## src/design/bffa_pkg.sv

```systemverilog
// ----------------------------------------------------------------------------
// bffa_pkg
// Shared types and constants of the bitmap first-free allocator.
// ----------------------------------------------------------------------------
package bffa_pkg;

  localparam int NUM_W     = 11;
  localparam int BASE_W    = NUM_W + 1;
  localparam int CFG_IDX_W = 2;

  localparam logic [NUM_W-1:0] CAP_RESET = 11'd1024;

  localparam logic ACT_ALLOC = 1'b0;
  localparam logic ACT_FREE  = 1'b1;

  localparam logic MAP_INODE = 1'b0;
  localparam logic MAP_BLOCK = 1'b1;

  typedef enum logic [CFG_IDX_W-1:0] {
    REG_INODE_CAP = 2'd0,
    REG_BLOCK_CAP = 2'd1
  } cfg_reg_e;

  typedef enum logic [1:0] {
    STAT_OK    = 2'd0,
    STAT_FULL  = 2'd1,
    STAT_RANGE = 2'd2,
    STAT_FREE  = 2'd3
  } status_e;

  typedef enum logic [2:0] {
    ST_CLEAR,
    ST_IDLE,
    ST_ALLOC,
    ST_FREE
  } state_e;

endpackage

```

## src/design/bitmap_first_free_allocator.sv

```systemverilog
// ----------------------------------------------------------------------------
// bitmap_first_free_allocator
// First-fit allocator over an inode bitmap and a block bitmap.
// ----------------------------------------------------------------------------
// Usage:
//   An item (action, map_sel, item_number) is taken when start_i is high and
//   busy_o is low. One result (status, granted_number, free_count) follows,
//   shown for one cycle with done_o; the receiver cannot stall it, so it
//   must take it in that cycle. busy_o drops in the same cycle as done_o.
//   Allocate: the map words are read one per cycle from the bitmap RAM and
//   searched by a priority encoder; the result shows once a free bit is
//   found or the last word within the capacity has been searched.
//   Free: word index and bit come from the number by a reciprocal multiply,
//   then the word is read, checked and written back.
//   Out-of-range frees and allocates at zero capacity answer straight from idle.
//   The word read/modify/write loop sets the rate: one item at a time.
//   Reset: capacities go to 1024, counts to zero, then both bitmaps are
//   cleared, one word per cycle, over all ceil(MAP_BITS/WORD_BITS) words,
//   with busy_o high. Capacity writes are taken at any time, cfg_ready_o is
//   always high; write them only while the block is idle.
// ----------------------------------------------------------------------------
module bitmap_first_free_allocator #(
  parameter int MAP_BITS  = 1024,
  parameter int WORD_BITS = 32
) (
  input  logic                           clk_i,
  input  logic                           rst_ni,
  input  logic                           start_i,
  output logic                           busy_o,
  input  logic                           action_i,
  input  logic                           map_sel_i,
  input  logic [bffa_pkg::NUM_W-1:0]     item_number_i,
  output logic                           done_o,
  output logic [1:0]                     status_o,
  output logic [bffa_pkg::NUM_W-1:0]     granted_number_o,
  output logic [bffa_pkg::NUM_W-1:0]     free_count_o,
  input  logic                           cfg_valid_i,
  output logic                           cfg_ready_o,
  input  logic [bffa_pkg::CFG_IDX_W-1:0] cfg_index_i,
  input  logic [bffa_pkg::NUM_W-1:0]     cfg_data_i
);

  localparam int NumW     = bffa_pkg::NUM_W;
  localparam int BaseW    = bffa_pkg::BASE_W;
  localparam int MapWords = (MAP_BITS + WORD_BITS - 1) / WORD_BITS;
  localparam int AddrW    = (MapWords > 1) ? $clog2(MapWords) : 1;
  localparam int BitW     = (WORD_BITS > 1) ? $clog2(WORD_BITS) : 1;
  localparam int MapCap   = (MAP_BITS > 2047) ? 2047 : MAP_BITS;
  localparam int RecipS   = NumW + BitW;
  localparam int ProdW    = NumW + RecipS;

  localparam logic [NumW-1:0]   MapCapW   = NumW'(MapCap);
  localparam logic [NumW-1:0]   WordNum   = NumW'(WORD_BITS);
  localparam logic [BaseW-1:0]  WordBase  = BaseW'(WORD_BITS);
  localparam logic [AddrW-1:0]  LastWord  = AddrW'(MapWords - 1);
  localparam logic [RecipS-1:0] RecipM    =
    RecipS'(((1 << RecipS) + WORD_BITS - 1) / WORD_BITS);

  bffa_pkg::state_e  state_q, state_d;
  bffa_pkg::status_e status_q, status_d;

  logic                 sel_q, sel_d;
  logic [AddrW-1:0]     w_q, w_d;
  logic [BaseW-1:0]     base_q, base_d;
  logic [BitW-1:0]      off_q, off_d;
  logic [AddrW-1:0]     clr_q, clr_d;
  logic [NumW-1:0]      inode_cap_q, block_cap_q;
  logic [NumW-1:0]      inode_used_q, block_used_q;
  logic                 done_q, done_d;
  logic [NumW-1:0]      granted_q, granted_d;
  logic [NumW-1:0]      free_q, free_d;

  logic                 accept;
  logic                 sel_cur;
  logic [NumW-1:0]      cap_cur, usable, used_cur, used_new;
  logic                 used_wr;
  logic                 num_bad;
  logic [NumW-1:0]      num_m1, num_quot;
  logic [ProdW-1:0]     quot_prod;
  logic [AddrW-1:0]     num_word;
  logic [BitW-1:0]      num_bit;
  logic [WORD_BITS-1:0] rd_inode, rd_block, rdata, avail, wdata;
  logic                 found, last;
  logic [BitW-1:0]      idx;
  logic [AddrW-1:0]     raddr, waddr;
  logic                 we_inode, we_block;

  assign accept  = start_i && !busy_o;
  assign sel_cur = (state_q == bffa_pkg::ST_IDLE) ? map_sel_i : sel_q;
  assign cap_cur = (sel_cur == bffa_pkg::MAP_BLOCK) ? block_cap_q : inode_cap_q;
  assign usable  = (cap_cur > MapCapW) ? MapCapW : cap_cur;
  assign used_cur = (sel_cur == bffa_pkg::MAP_BLOCK) ? block_used_q : inode_used_q;
  assign num_bad = (item_number_i == '0) || (item_number_i > usable);
  assign rdata   = (sel_q == bffa_pkg::MAP_BLOCK) ? rd_block : rd_inode;
  assign last    = (base_q + WordBase) >= {1'b0, usable};

  // word and bit of number - 1, exact for every 11-bit number
  assign num_m1    = item_number_i - NumW'(1);
  assign quot_prod = ProdW'(num_m1) * ProdW'(RecipM);
  assign num_quot  = quot_prod[ProdW-1:RecipS];
  assign num_word  = AddrW'(num_quot);
  assign num_bit   = BitW'(num_m1 - NumW'(num_quot * WordNum));

  always_comb begin
    for (int b = 0; b < WORD_BITS; b++) begin
      avail[b] = !rdata[b] && ((base_q + BaseW'(b)) < {1'b0, usable});
    end
  end

  bffa_prio #(
    .WIDTH (WORD_BITS),
    .IDX_W (BitW)
  ) u_prio (
    .req_i   (avail),
    .found_o (found),
    .idx_o   (idx)
  );

  bffa_ram #(
    .DEPTH  (MapWords),
    .WIDTH  (WORD_BITS),
    .ADDR_W (AddrW)
  ) u_inode_ram (
    .clk_i   (clk_i),
    .we_i    (we_inode),
    .waddr_i (waddr),
    .wdata_i (wdata),
    .raddr_i (raddr),
    .rdata_o (rd_inode)
  );

  bffa_ram #(
    .DEPTH  (MapWords),
    .WIDTH  (WORD_BITS),
    .ADDR_W (AddrW)
  ) u_block_ram (
    .clk_i   (clk_i),
    .we_i    (we_block),
    .waddr_i (waddr),
    .wdata_i (wdata),
    .raddr_i (raddr),
    .rdata_o (rd_block)
  );

  // next state
  always_comb begin
    state_d = state_q;
    case (state_q)
      bffa_pkg::ST_CLEAR: begin
        if (clr_q == LastWord) begin
          state_d = bffa_pkg::ST_IDLE;
        end
      end
      bffa_pkg::ST_IDLE: begin
        if (accept) begin
          if (action_i == bffa_pkg::ACT_ALLOC) begin
            if (usable != '0) begin
              state_d = bffa_pkg::ST_ALLOC;
            end
          end else if (!num_bad) begin
            state_d = bffa_pkg::ST_FREE;
          end
        end
      end
      bffa_pkg::ST_ALLOC: begin
        if (found || last) begin
          state_d = bffa_pkg::ST_IDLE;
        end
      end
      bffa_pkg::ST_FREE: begin
        state_d = bffa_pkg::ST_IDLE;
      end
      default: begin
        state_d = bffa_pkg::ST_IDLE;
      end
    endcase
  end

  // datapath and RAM control
  always_comb begin
    sel_d     = sel_q;
    w_d       = w_q;
    base_d    = base_q;
    off_d     = off_q;
    clr_d     = clr_q;
    raddr     = '0;
    waddr     = w_q;
    wdata     = rdata;
    we_inode  = 1'b0;
    we_block  = 1'b0;
    used_new  = used_cur;
    used_wr   = 1'b0;
    done_d    = 1'b0;
    status_d  = status_q;
    granted_d = '0;
    case (state_q)
      bffa_pkg::ST_CLEAR: begin
        waddr    = clr_q;
        wdata    = '0;
        we_inode = 1'b1;
        we_block = 1'b1;
        clr_d    = clr_q + AddrW'(1);
      end
      bffa_pkg::ST_IDLE: begin
        if (accept) begin
          sel_d  = map_sel_i;
          w_d    = '0;
          base_d = '0;
          if (action_i == bffa_pkg::ACT_ALLOC) begin
            if (usable == '0) begin
              done_d   = 1'b1;
              status_d = bffa_pkg::STAT_FULL;
            end
          end else if (num_bad) begin
            done_d   = 1'b1;
            status_d = bffa_pkg::STAT_RANGE;
          end else begin
            raddr = num_word;
            w_d   = num_word;
            off_d = num_bit;
          end
        end
      end
      bffa_pkg::ST_ALLOC: begin
        if (found) begin
          wdata     = rdata | (WORD_BITS'(1) << idx);
          we_inode  = (sel_q == bffa_pkg::MAP_INODE);
          we_block  = (sel_q == bffa_pkg::MAP_BLOCK);
          used_new  = used_cur + NumW'(1);
          used_wr   = 1'b1;
          done_d    = 1'b1;
          status_d  = bffa_pkg::STAT_OK;
          granted_d = NumW'(base_q + BaseW'(idx) + BaseW'(1));
        end else if (last) begin
          done_d   = 1'b1;
          status_d = bffa_pkg::STAT_FULL;
        end else begin
          raddr  = w_q + AddrW'(1);
          w_d    = w_q + AddrW'(1);
          base_d = base_q + WordBase;
        end
      end
      bffa_pkg::ST_FREE: begin
        done_d = 1'b1;
        if (!rdata[off_q]) begin
          status_d = bffa_pkg::STAT_FREE;
        end else begin
          wdata    = rdata & ~(WORD_BITS'(1) << off_q);
          we_inode = (sel_q == bffa_pkg::MAP_INODE);
          we_block = (sel_q == bffa_pkg::MAP_BLOCK);
          used_new = (used_cur != '0) ? used_cur - NumW'(1) : used_cur;
          used_wr  = 1'b1;
          status_d = bffa_pkg::STAT_OK;
        end
      end
      default: begin
        done_d = 1'b0;
      end
    endcase
    free_d = (used_new >= usable) ? '0 : usable - used_new;
  end

  always_ff @(posedge clk_i or negedge rst_ni) begin
    if (!rst_ni) begin
      state_q      <= bffa_pkg::ST_CLEAR;
      clr_q        <= '0;
      done_q       <= 1'b0;
      inode_cap_q  <= bffa_pkg::CAP_RESET;
      block_cap_q  <= bffa_pkg::CAP_RESET;
      inode_used_q <= '0;
      block_used_q <= '0;
    end else begin
      state_q <= state_d;
      clr_q   <= clr_d;
      done_q  <= done_d;
      if (cfg_valid_i && cfg_ready_o) begin
        case (cfg_index_i)
          bffa_pkg::REG_INODE_CAP: inode_cap_q <= cfg_data_i;
          bffa_pkg::REG_BLOCK_CAP: block_cap_q <= cfg_data_i;
          default: begin
            inode_cap_q <= inode_cap_q;
          end
        endcase
      end
      if (used_wr) begin
        if (sel_q == bffa_pkg::MAP_BLOCK) begin
          block_used_q <= used_new;
        end else begin
          inode_used_q <= used_new;
        end
      end
    end
  end

  always_ff @(posedge clk_i) begin
    sel_q     <= sel_d;
    w_q       <= w_d;
    base_q    <= base_d;
    off_q     <= off_d;
    status_q  <= status_d;
    if (done_d) begin
      granted_q <= granted_d;
      free_q    <= free_d;
    end
  end

  assign busy_o           = (state_q != bffa_pkg::ST_IDLE);
  assign done_o           = done_q;
  assign status_o         = status_q;
  assign granted_number_o = granted_q;
  assign free_count_o     = free_q;
  assign cfg_ready_o      = 1'b1;

endmodule

```

## src/design/bffa_ram.sv

```systemverilog
// ----------------------------------------------------------------------------
// bffa_ram
// Single-port-write, single-port-read bitmap word store, registered read.
// ----------------------------------------------------------------------------
module bffa_ram #(
  parameter int DEPTH  = 32,
  parameter int WIDTH  = 32,
  parameter int ADDR_W = 5
) (
  input  logic              clk_i,
  input  logic              we_i,
  input  logic [ADDR_W-1:0] waddr_i,
  input  logic [WIDTH-1:0]  wdata_i,
  input  logic [ADDR_W-1:0] raddr_i,
  output logic [WIDTH-1:0]  rdata_o
);

  logic [WIDTH-1:0] mem_q [DEPTH];
  logic [WIDTH-1:0] rdata_q;

  always_ff @(posedge clk_i) begin
    if (we_i) begin
      mem_q[waddr_i] <= wdata_i;
    end
    rdata_q <= mem_q[raddr_i];
  end

  assign rdata_o = rdata_q;

endmodule

```

## src/design/bffa_prio.sv

```systemverilog
// ----------------------------------------------------------------------------
// bffa_prio
// Lowest-set-bit priority encoder over one bitmap word.
// ----------------------------------------------------------------------------
module bffa_prio #(
  parameter int WIDTH = 32,
  parameter int IDX_W = 5
) (
  input  logic [WIDTH-1:0] req_i,
  output logic             found_o,
  output logic [IDX_W-1:0] idx_o
);

  always_comb begin
    idx_o = '0;
    for (int i = WIDTH - 1; i >= 0; i--) begin
      if (req_i[i]) begin
        idx_o = IDX_W'(i);
      end
    end
  end

  assign found_o = |req_i;

endmodule

```

## config.mk

```make
export PLATFORM = sky130hd
export DESIGN_NAME = bitmap_first_free_allocator
export DESIGN_NICKNAME = d
export VERILOG_FILES = /design/src/design/bffa_pkg.sv /design/src/design/bitmap_first_free_allocator.sv /design/src/design/bffa_ram.sv /design/src/design/bffa_prio.sv
export SDC_FILE = /design/constraint.sdc
export NUM_CORES = 2
export LEC_CHECK = 0
export BUFFER_PORTS_ARGS = -buffer_cell sky130_fd_sc_hd__buf_4
export CAP_MARGIN = 10
export CORE_ASPECT_RATIO = 0.9
export CORE_UTILIZATION = 34
export CTS_CLUSTER_SIZE = 12
export DETAILED_ROUTE_END_ITERATION = 10
export SYNTH_ARGS = -nofsm -noshare
export SYNTH_HDL_FRONTEND = slang
export SYNTH_HIERARCHICAL = 1
export SYNTH_SLANG_ARGS = --single-unit
```

## constraint.sdc

```tcl
create_clock -name clk_i -period 8 [get_ports clk_i]
set_input_delay 0.4 -clock clk_i [delete_from_list [all_inputs] [get_ports clk_i]]
set_output_delay 0.4 -clock clk_i [all_outputs]
set_load 0.05 [all_outputs]
```

### Yosys cells after proc, flatten, opt, wreduce, memory -nomap -nowiden

Memory sizes are Yosys's and may differ from the RTL's. A register that Yosys moved wholly into a read port is not among the register bits.
Cells that the tools add are included.

| cells by class | value |
|---|---|
| multiplexer cells | 96 |
| bitwise gates (word level) | 5 |
| shifts and indexed selects | 2 |
| add/sub/neg operators | 41 |
| reductions and logical operators | 87 |
| eq/ne operators | 16 |
| $lt $le $gt $ge | 37 |

Operators with widths:

| kind | number |
|---|---|
| less-than comparator 12 x 11 -> 1 bit | 32 |
| two-way mux 5 bit | 41 |
| adder 12 x 5 -> 12 bit (second input constant) | 16 |
| adder 12 x 4 -> 12 bit (second input constant) | 8 |
| two-way mux 32 bit | 3 |
| one-hot mux 32 bit (3 select lines) | 1 |
| two-way mux 11 bit | 6 |
| left shift 1 x 5 -> 32 bit (first input constant) | 2 |
| adder 12 x 3 -> 12 bit (second input constant) | 4 |
| two-way mux 12 bit | 3 |
| logical AND 1 bit | 33 |
| zero test 1 bit | 33 |
| AND 32 bit | 1 |
| inverter 32 bit | 1 |
| OR 32 bit | 1 |
| OR reduction 32 bit | 1 |
| adder 12 x 2 -> 12 bit (second input constant) | 2 |
| one-hot mux 12 bit (2 select lines) | 1 |
| adder 11 x 1 -> 11 bit (second input constant) | 2 |
| zero test 11 bit | 2 |
| one-hot mux 11 bit (2 select lines) | 1 |
| nonzero test 11 bit | 2 |
| one-hot mux 5 bit (2 select lines) | 2 |
| two-way mux 1 bit | 18 |
| 37 further kinds | 68 |

| storage, ports and cells | value |
|---|---|
| memories kept | 2 |
| output and inout bits | 27 |
| logic and storage cells | 300 |
| flip-flop bits (word level) | 100 |
| RAM bits | 2048 |

Memory list:

| memory | depth | bits a word | read ports | clocked after Yosys merged registers in | write ports | RTL line | source |
|---|---|---|---|---|---|---|---|
| u_block_ram.mem_q | 32 | 32 | 1 | 1 | 1 | bffa_ram.sv:18 | `logic [WIDTH-1:0] mem_q [DEPTH];` |
| u_inode_ram.mem_q | 32 | 32 | 1 | 1 | 1 | bffa_ram.sv:18 |  |

### Logic depth before layout (Yosys ltp)

| depth | value |
|---|---|
| depth after elaboration | 43 |
| mapped depth | 38 |

### By module

Netlist, hierarchy kept.

By module, submodules not included:

| module | area an instance (um^2) | times used | cells each | seq. area each (um^2) |
|---|---|---|---|---|
| bffa_ram (u_block_ram) | 40492.6 | 1 | 2260 | 31390.1 |
| bffa_ram (u_inode_ram) | 40488.8 | 1 | 2260 | 31390.1 |
| bitmap_first_free_allocator | 8929.8 | 1 | 1020 | 2565.0 |
| bffa_prio | 385.4 | 1 | 65 | 0.0 |

### Worst setup path before layout

No wires, ideal clock.

| path | value |
|---|---|
| kind | flip-flop to flip-flop |
| from | reg state_q[1] |
| to | mem u_block_ram.mem_q[0][23] (data pin) |
| path buffers | 2 |
| arrival time | 8.114 ns |
| cell stages (with the launch flop) | 26 |
| required time | 7.298 ns |
| path slack | -0.816 ns |
| setup time | 0.702 ns |
| cells stage by stage | dfrtp_1 > inv_1 > ha_1 > mux2i_4 > buf_6 > mux2_2 > nor4_2 > o21a_1 > nor2_1 > a21o_1 > ha_1 > a21o_1 > a211oi_1 > o21ai_1 > nand2b_1 > clkbuf_1 > a211oi_1 > nor2b_1 > nor3_1 > o31ai_1 > o2111ai_1 > a221oi_1 > ha_1 > ha_1 > a41oi_1 > o21ai_0 |

| on the way | value |
|---|---|
| elaborated cells between the ends (all ways) | 109 |

RTL lines:

| item | RTL line | source |
|---|---|---|
| start, declared | bitmap_first_free_allocator.sv:59 | `bffa_pkg::state_e state_q, state_d;` |
| start signal, assigned | bitmap_first_free_allocator.sv:265 | `state_q <= bffa_pkg::ST_CLEAR;` |
| start signal, assigned | bitmap_first_free_allocator.sv:273 | `state_q <= state_d;` |
| == test 3 x 1 -> 1 bit * | bitmap_first_free_allocator.sv:89 | `assign sel_cur = (state_q == bffa_pkg::ST_IDLE) ? map_sel_i : sel_q;` |
| two-way mux 1 bit * | bitmap_first_free_allocator.sv:89 |  |
| two-way mux 11 bit * | bitmap_first_free_allocator.sv:90 | `assign cap_cur = (sel_cur == bffa_pkg::MAP_BLOCK) ? block_cap_q : inode_cap_q;` |
| greater-than comparator 11 bit | bitmap_first_free_allocator.sv:91 | `assign usable = (cap_cur > MapCapW) ? MapCapW : cap_cur;` |
| two-way mux 11 bit * | bitmap_first_free_allocator.sv:91 |  |
| less-than comparator 12 x 11 -> 1 bit * | bitmap_first_free_allocator.sv:106 | `avail[b] = !rdata[b] && ((base_q + BaseW'(b)) < {1'b0, usable});` |
| logical AND 1 bit * | bitmap_first_free_allocator.sv:106 |  |
| named net avail[29] | bitmap_first_free_allocator.sv:82 | `logic [WORD_BITS-1:0] rd_inode, rd_block, rdata, avail, wdata;` |
| two-way mux 5 bit * (30 in series) | bffa_prio.sv:17 | `if (req_i[i]) begin` |
| named net idx[0] | bitmap_first_free_allocator.sv:84 | `logic [BitW-1:0] idx;` |
| left shift 1 x 5 -> 32 bit * | bitmap_first_free_allocator.sv:226 | `wdata = rdata \| (WORD_BITS'(1) << idx);` |
| OR 32 bit * | bitmap_first_free_allocator.sv:226 |  |
| two-way mux 32 bit * | bitmap_first_free_allocator.sv:225 | `if (found) begin` |
| one-hot mux 32 bit (3 select lines) * | bitmap_first_free_allocator.sv:196 | `case (state_q)` |
| named net wdata[23] | bitmap_first_free_allocator.sv:82 |  |
| end, declared | bffa_ram.sv:18 |  |

The timed path passes the listed nets; every way through them passes the cells marked *.

### Worst setup path after layout

| path | value |
|---|---|
| from | reg state_q[1] |
| to | reg u_inode_ram.rdata_q[27] (netlist: u_inode_ram/rdata_o[27]) (read register of u_inode_ram.mem_q) |

| on the way | value |
|---|---|
| elaborated cells between the ends (all ways) | 83 |

RTL lines:

| item | RTL line | source |
|---|---|---|
| == test 3 x 1 -> 1 bit * | bitmap_first_free_allocator.sv:89 |  |
| two-way mux 1 bit * | bitmap_first_free_allocator.sv:89 |  |
| two-way mux 11 bit * | bitmap_first_free_allocator.sv:90 |  |
| greater-than comparator 11 bit | bitmap_first_free_allocator.sv:91 |  |
| two-way mux 11 bit * | bitmap_first_free_allocator.sv:91 |  |
| less-than comparator 12 x 11 -> 1 bit * | bitmap_first_free_allocator.sv:106 |  |
| logical AND 1 bit * | bitmap_first_free_allocator.sv:106 |  |
| named net avail[18] | bitmap_first_free_allocator.sv:82 |  |
| OR reduction 32 bit * | bffa_prio.sv:23 | `assign found_o = \|req_i;` |
| named net found | bitmap_first_free_allocator.sv:83 | `logic found, last;` |
| two-way mux 5 bit * | bitmap_first_free_allocator.sv:225 |  |
| one-hot mux 5 bit (2 select lines) * | bitmap_first_free_allocator.sv:196 |  |
| named net raddr[0] | bitmap_first_free_allocator.sv:85 | `logic [AddrW-1:0] raddr, waddr;` |
| end, declared | bffa_ram.sv:19 | `logic [WIDTH-1:0] rdata_q;` |

Marks and branches as above.
A chain may end at the register's enable or synchronous reset.

==> results.toml <==
[drt]
drc = 62
routed_wl_mm = 239.2
first_pass_iters = 10
vias = 51040
final_antenna_net_count = 0
drt_iter0_drc = 5262
wl_per_cell_microns = 24.89
via_per_inst = 5.312

[power]
p_per_area_mw_per_mm2 = 349.6
total_power_mw = 36.50
p_leak_nw = 32.30
ir_drop_mv = 0.2751

[grt]
grt_max_degree = 65
grtUsageTotal_pct = 17.46
grt_pass1_vias = 49520
grt_pass1_wl_mm = 346.7
grt-ovfl-total = 0
antenna_found_initial = 2

[timing]
hold_viol = 0
finalCritPeriodShare_pct = 95.57
fmax_ghz = 0.1308
finalCriticalPeriod_ns = 7.645
finalMaxSlewViolations = 0
slew_headroom_pct = 15.94
fin_worst_skew_ns = 0.04243
setup_ws_ns = 0.3545
rsz0062_at_grt = "true"
setup-tns-final_ns = 0
final-setup-viol-count = 0
tightest_slew_ns = 1.258

[cts]
numCtsBuffers = 217
cts.sinks = 2206
clk_latency_ns = 0.88
cts-root-buf = "clkbuf_16"
cts_tree = "yes"
cts.htree.levels = 4
cts.clk_slew.worst_paths_ns = 0.06
clk_path_buf_depth = 3

[logic_synthesis]
async_reset_ff_share_pct = 2.357
ys_types = 93
synth_edf_count = 2090
syn-num-nets = 5690
ys_seq_area_share_pct = 72.37
synth_warnings = 6
netlist_area_sq_mm = 0.09030
synth-main-ff-cell = "edfxtp_1"
synth_seq_cells = 2206
avgSynthCellArea_sq_um = 16.11
synth_cells = 5605

[place]
globalplace.congestion = 0.9021
place_ws_ns = 0.01870
port_buffers = 55
dp_hpwl_mm = 147.2

[setup_path]
worstPathRequired_ns = 8.80
cp-end-kind = "flop"
crit_fanout = 40
cp_slowest_stage_delay_ns = 0.58
setup.worst_path.start_class = "flop"
critPathArrivalTime_ns = 8.45
crit_type = "flop to flop"
cp_slowest_cell = "or4_4"

[final_layout]
drive_above_1_share_pct = 14.91
area_growth_pct = 15.61
fin_util_pct = 39.50
nets = 6004

[floorplanning]
dieArea_sq_mm = 0.2676
die_x_microns = 545.2
start_util_pct = 34.17
coreArea_sq_mm = 0.2643
rows = 179
die_y_microns = 490.9
io_pins = 57

[status]
status = "complete, but fails checks"
violations = "design-rule violations"

[hold_path]
hold_class = "primary input to flop"

[flow_run]
max-cap-violations = 0
## registers in the layout (all words and copies together) (netlist names)
signal	flops
base_q	7
block_cap_q	11
block_used_q	11
clr_q	5
done_o	1
free_count_o	11
granted_number_o	11
inode_cap_q	11
inode_used_q	11
off_q	5
sel_q	1
state_q	2
status_o	2
u_block_ram/mem_q	1024
u_block_ram/rdata_o	32
u_inode_ram/mem_q	1024
u_inode_ram/rdata_o	32
w_q	5
## per-stage QoR
step                      std cells  hold slack [ns]  area (sq um)
final                          9608          0.08688        104400
after global routing           9604          0.06390        104400
after CTS                      9596          0.01264        104100
after detailed placement       9198           0.4861         97190
after global placement         9198           0.4874         97190
after floorplan                5605           0.1044         90300
## cell families after synthesis
| kind of cell | share of synthesized area, % |
|---|---|
| buf+inv | 2.272 |
| mux | 12.93 |
| compound gates | 6.402 |
| flops | 72.37 |
| xor+xnor | 0.3589 |
| simple gates | 4.891 |
| fa+ha+maj | 0.7704 |
| other cells | 0.004153 |
## layout make-up
| cell class | instances | area [sq um] |
|---|---|---|
| timing repair buffer | 397 | 3735 |
| fill | 24050 | 159900 |
| inverter | 57 | 214.0 |
| multi-input combinational | 3040 | 23990 |
| sequential | 2206 | 65350 |
| antenna | 4 | 10.01 |
| clock inverter | 48 | 676.9 |
| tap | 3529 | 4415 |
| clock buffer | 327 | 6006 |
## repair_timing
action	in CTS	in global routing
endpoints found under the setup margin	4	73
gates resized for setup	1	40
pin swaps	0	5
hold buffers	23	0
setup buffers	0	7
cloned	0	1
endpoints found under the hold margin	85	0
## cells in the mapped netlist (5+ instances only)
master	instances	area share (%)
edfxtp_1	2090	70
mux2i_1	1058	12
nand2_1	289	1.2
a21oi_1	282	1.6
nand3_1	218	1.2
a22oi_1	201	1.7
nor2_1	174	0.72
a22o_1	129	1.3
nor3_1	108	0.60
clkbuf_1	104	0.43
a31oi_1	74	0.51
buf_4	74	0.62
mux2_2	70	0.87
o21ai_0	69	0.38
buf_2	66	0.37
dfxtp_1	64	1.4
inv_1	57	0.24
ha_1	54	0.75
dfrtp_1	50	1.4
buf_6	38	0.47
a211oi_1	22	0.18
and2_1	20	0.14
xnor2_1	20	0.19
nand4_1	18	0.12
xor2_1	17	0.16
nor2b_1	15	0.10
nand3b_1	14	0.12
a21o_1	13	0.11
buf_1	13	0.054
or3_1	13	0.090
nand2b_1	11	0.076
nor4_1	11	0.076
mux2_4	9	0.15
o22ai_1	9	0.062
o31ai_1	9	0.075
and3_1	7	0.048
o21ai_1	7	0.039
or3b_2	6	0.058
nor3b_1	5	0.042
o211ai_1	5	0.042
or2_2	5	0.035
or4_1	5	0.042
## cells in the final DEF, fill, tap and decap left out, drive strengths merged, types with 6 or more instances in the layout
| cell | netlist | layout |
|---|---|---|
| edfxtp | 2090 | 2090 |
| mux2i | 1059 | 1059 |
| buf | 194 | 374 |
| clkbuf | 108 | 327 |
| nand2 | 292 | 292 |
| a21oi | 284 | 284 |
| nand3 | 219 | 219 |
| a22oi | 202 | 202 |
| nor2 | 176 | 176 |
| a22o | 129 | 129 |
| nor3 | 110 | 110 |
| mux2 | 81 | 81 |
| o21ai | 78 | 78 |
| a31oi | 77 | 77 |
| inv | 57 | 65 |
| dfxtp | 64 | 64 |
| ha | 54 | 54 |
| dfrtp | 50 | 50 |
| clkinv | 0 | 29 |
| dlygate4sd3 | 0 | 23 |
| a211oi | 22 | 22 |
| xnor2 | 20 | 20 |
| and2 | 20 | 20 |
| nand4 | 18 | 18 |
| xor2 | 17 | 17 |
| nand3b | 15 | 15 |
| nor2b | 15 | 15 |
| a21o | 14 | 14 |
| or3 | 13 | 13 |
| nor4 | 12 | 12 |
| nand2b | 11 | 11 |
| o31ai | 10 | 10 |
| o22ai | 9 | 9 |
| bufinv | 0 | 9 |
| and3 | 7 | 7 |
| or3b | 7 | 7 |
| or4 | 7 | 7 |
| o211ai | 6 | 6 |
| nor3b | 6 | 6 |
## path summary, 6_finish.rpt
check / to / from / slack [ns] / cells after the start
max: u_inode_ram/rdata_o[27] / state_q[1] / 0.35 / 30
min: inode_cap_q[4] / cfg_index_i[1] / 0.09 / 4
max reg2reg: u_inode_ram/rdata_o[27] / state_q[1] / 0.35 / 30
min reg2reg: clr_q[3] / clr_q[3] / 0.49 / 1
max in group asynchronous: clr_q[0] / rst_ni / 7.39 / 2
min in group asynchronous: inode_used_q[4] / rst_ni / 0.12 / 2
## layer usage
metal	wire, microns	GRT usage (%)
met3	16710	2.583
met4	7708	6.007
met5	13	0
met2	105600	26.48
met1	109100	25.50
## where the power goes
group	leakage [nW]	internal, mW	total (mW)	switching (mW)
clock network	3.22	5.46	9.70	4.24
registers	20.2	16.0	16.6	0.538
logic	8.84	2.70	10.2	7.53
total	32.3	24.2	36.5	12.3
## worst max-delay path, delay by kind of cell, from the launching register on
| kind | cells | cell delay [ns] |
|---|---|---|
| adders and majority gates | 2 | 0.48 |
| muxes | 3 | 0.79 |
| AOI/OAI and AO/OA | 6 | 1.33 |
| and+or+nand+nor | 12 | 3.17 |
| DFF | 1 | 0.38 |
| buffers and inverters | 7 | 1.35 |
(Power assumes the default switching activity.)
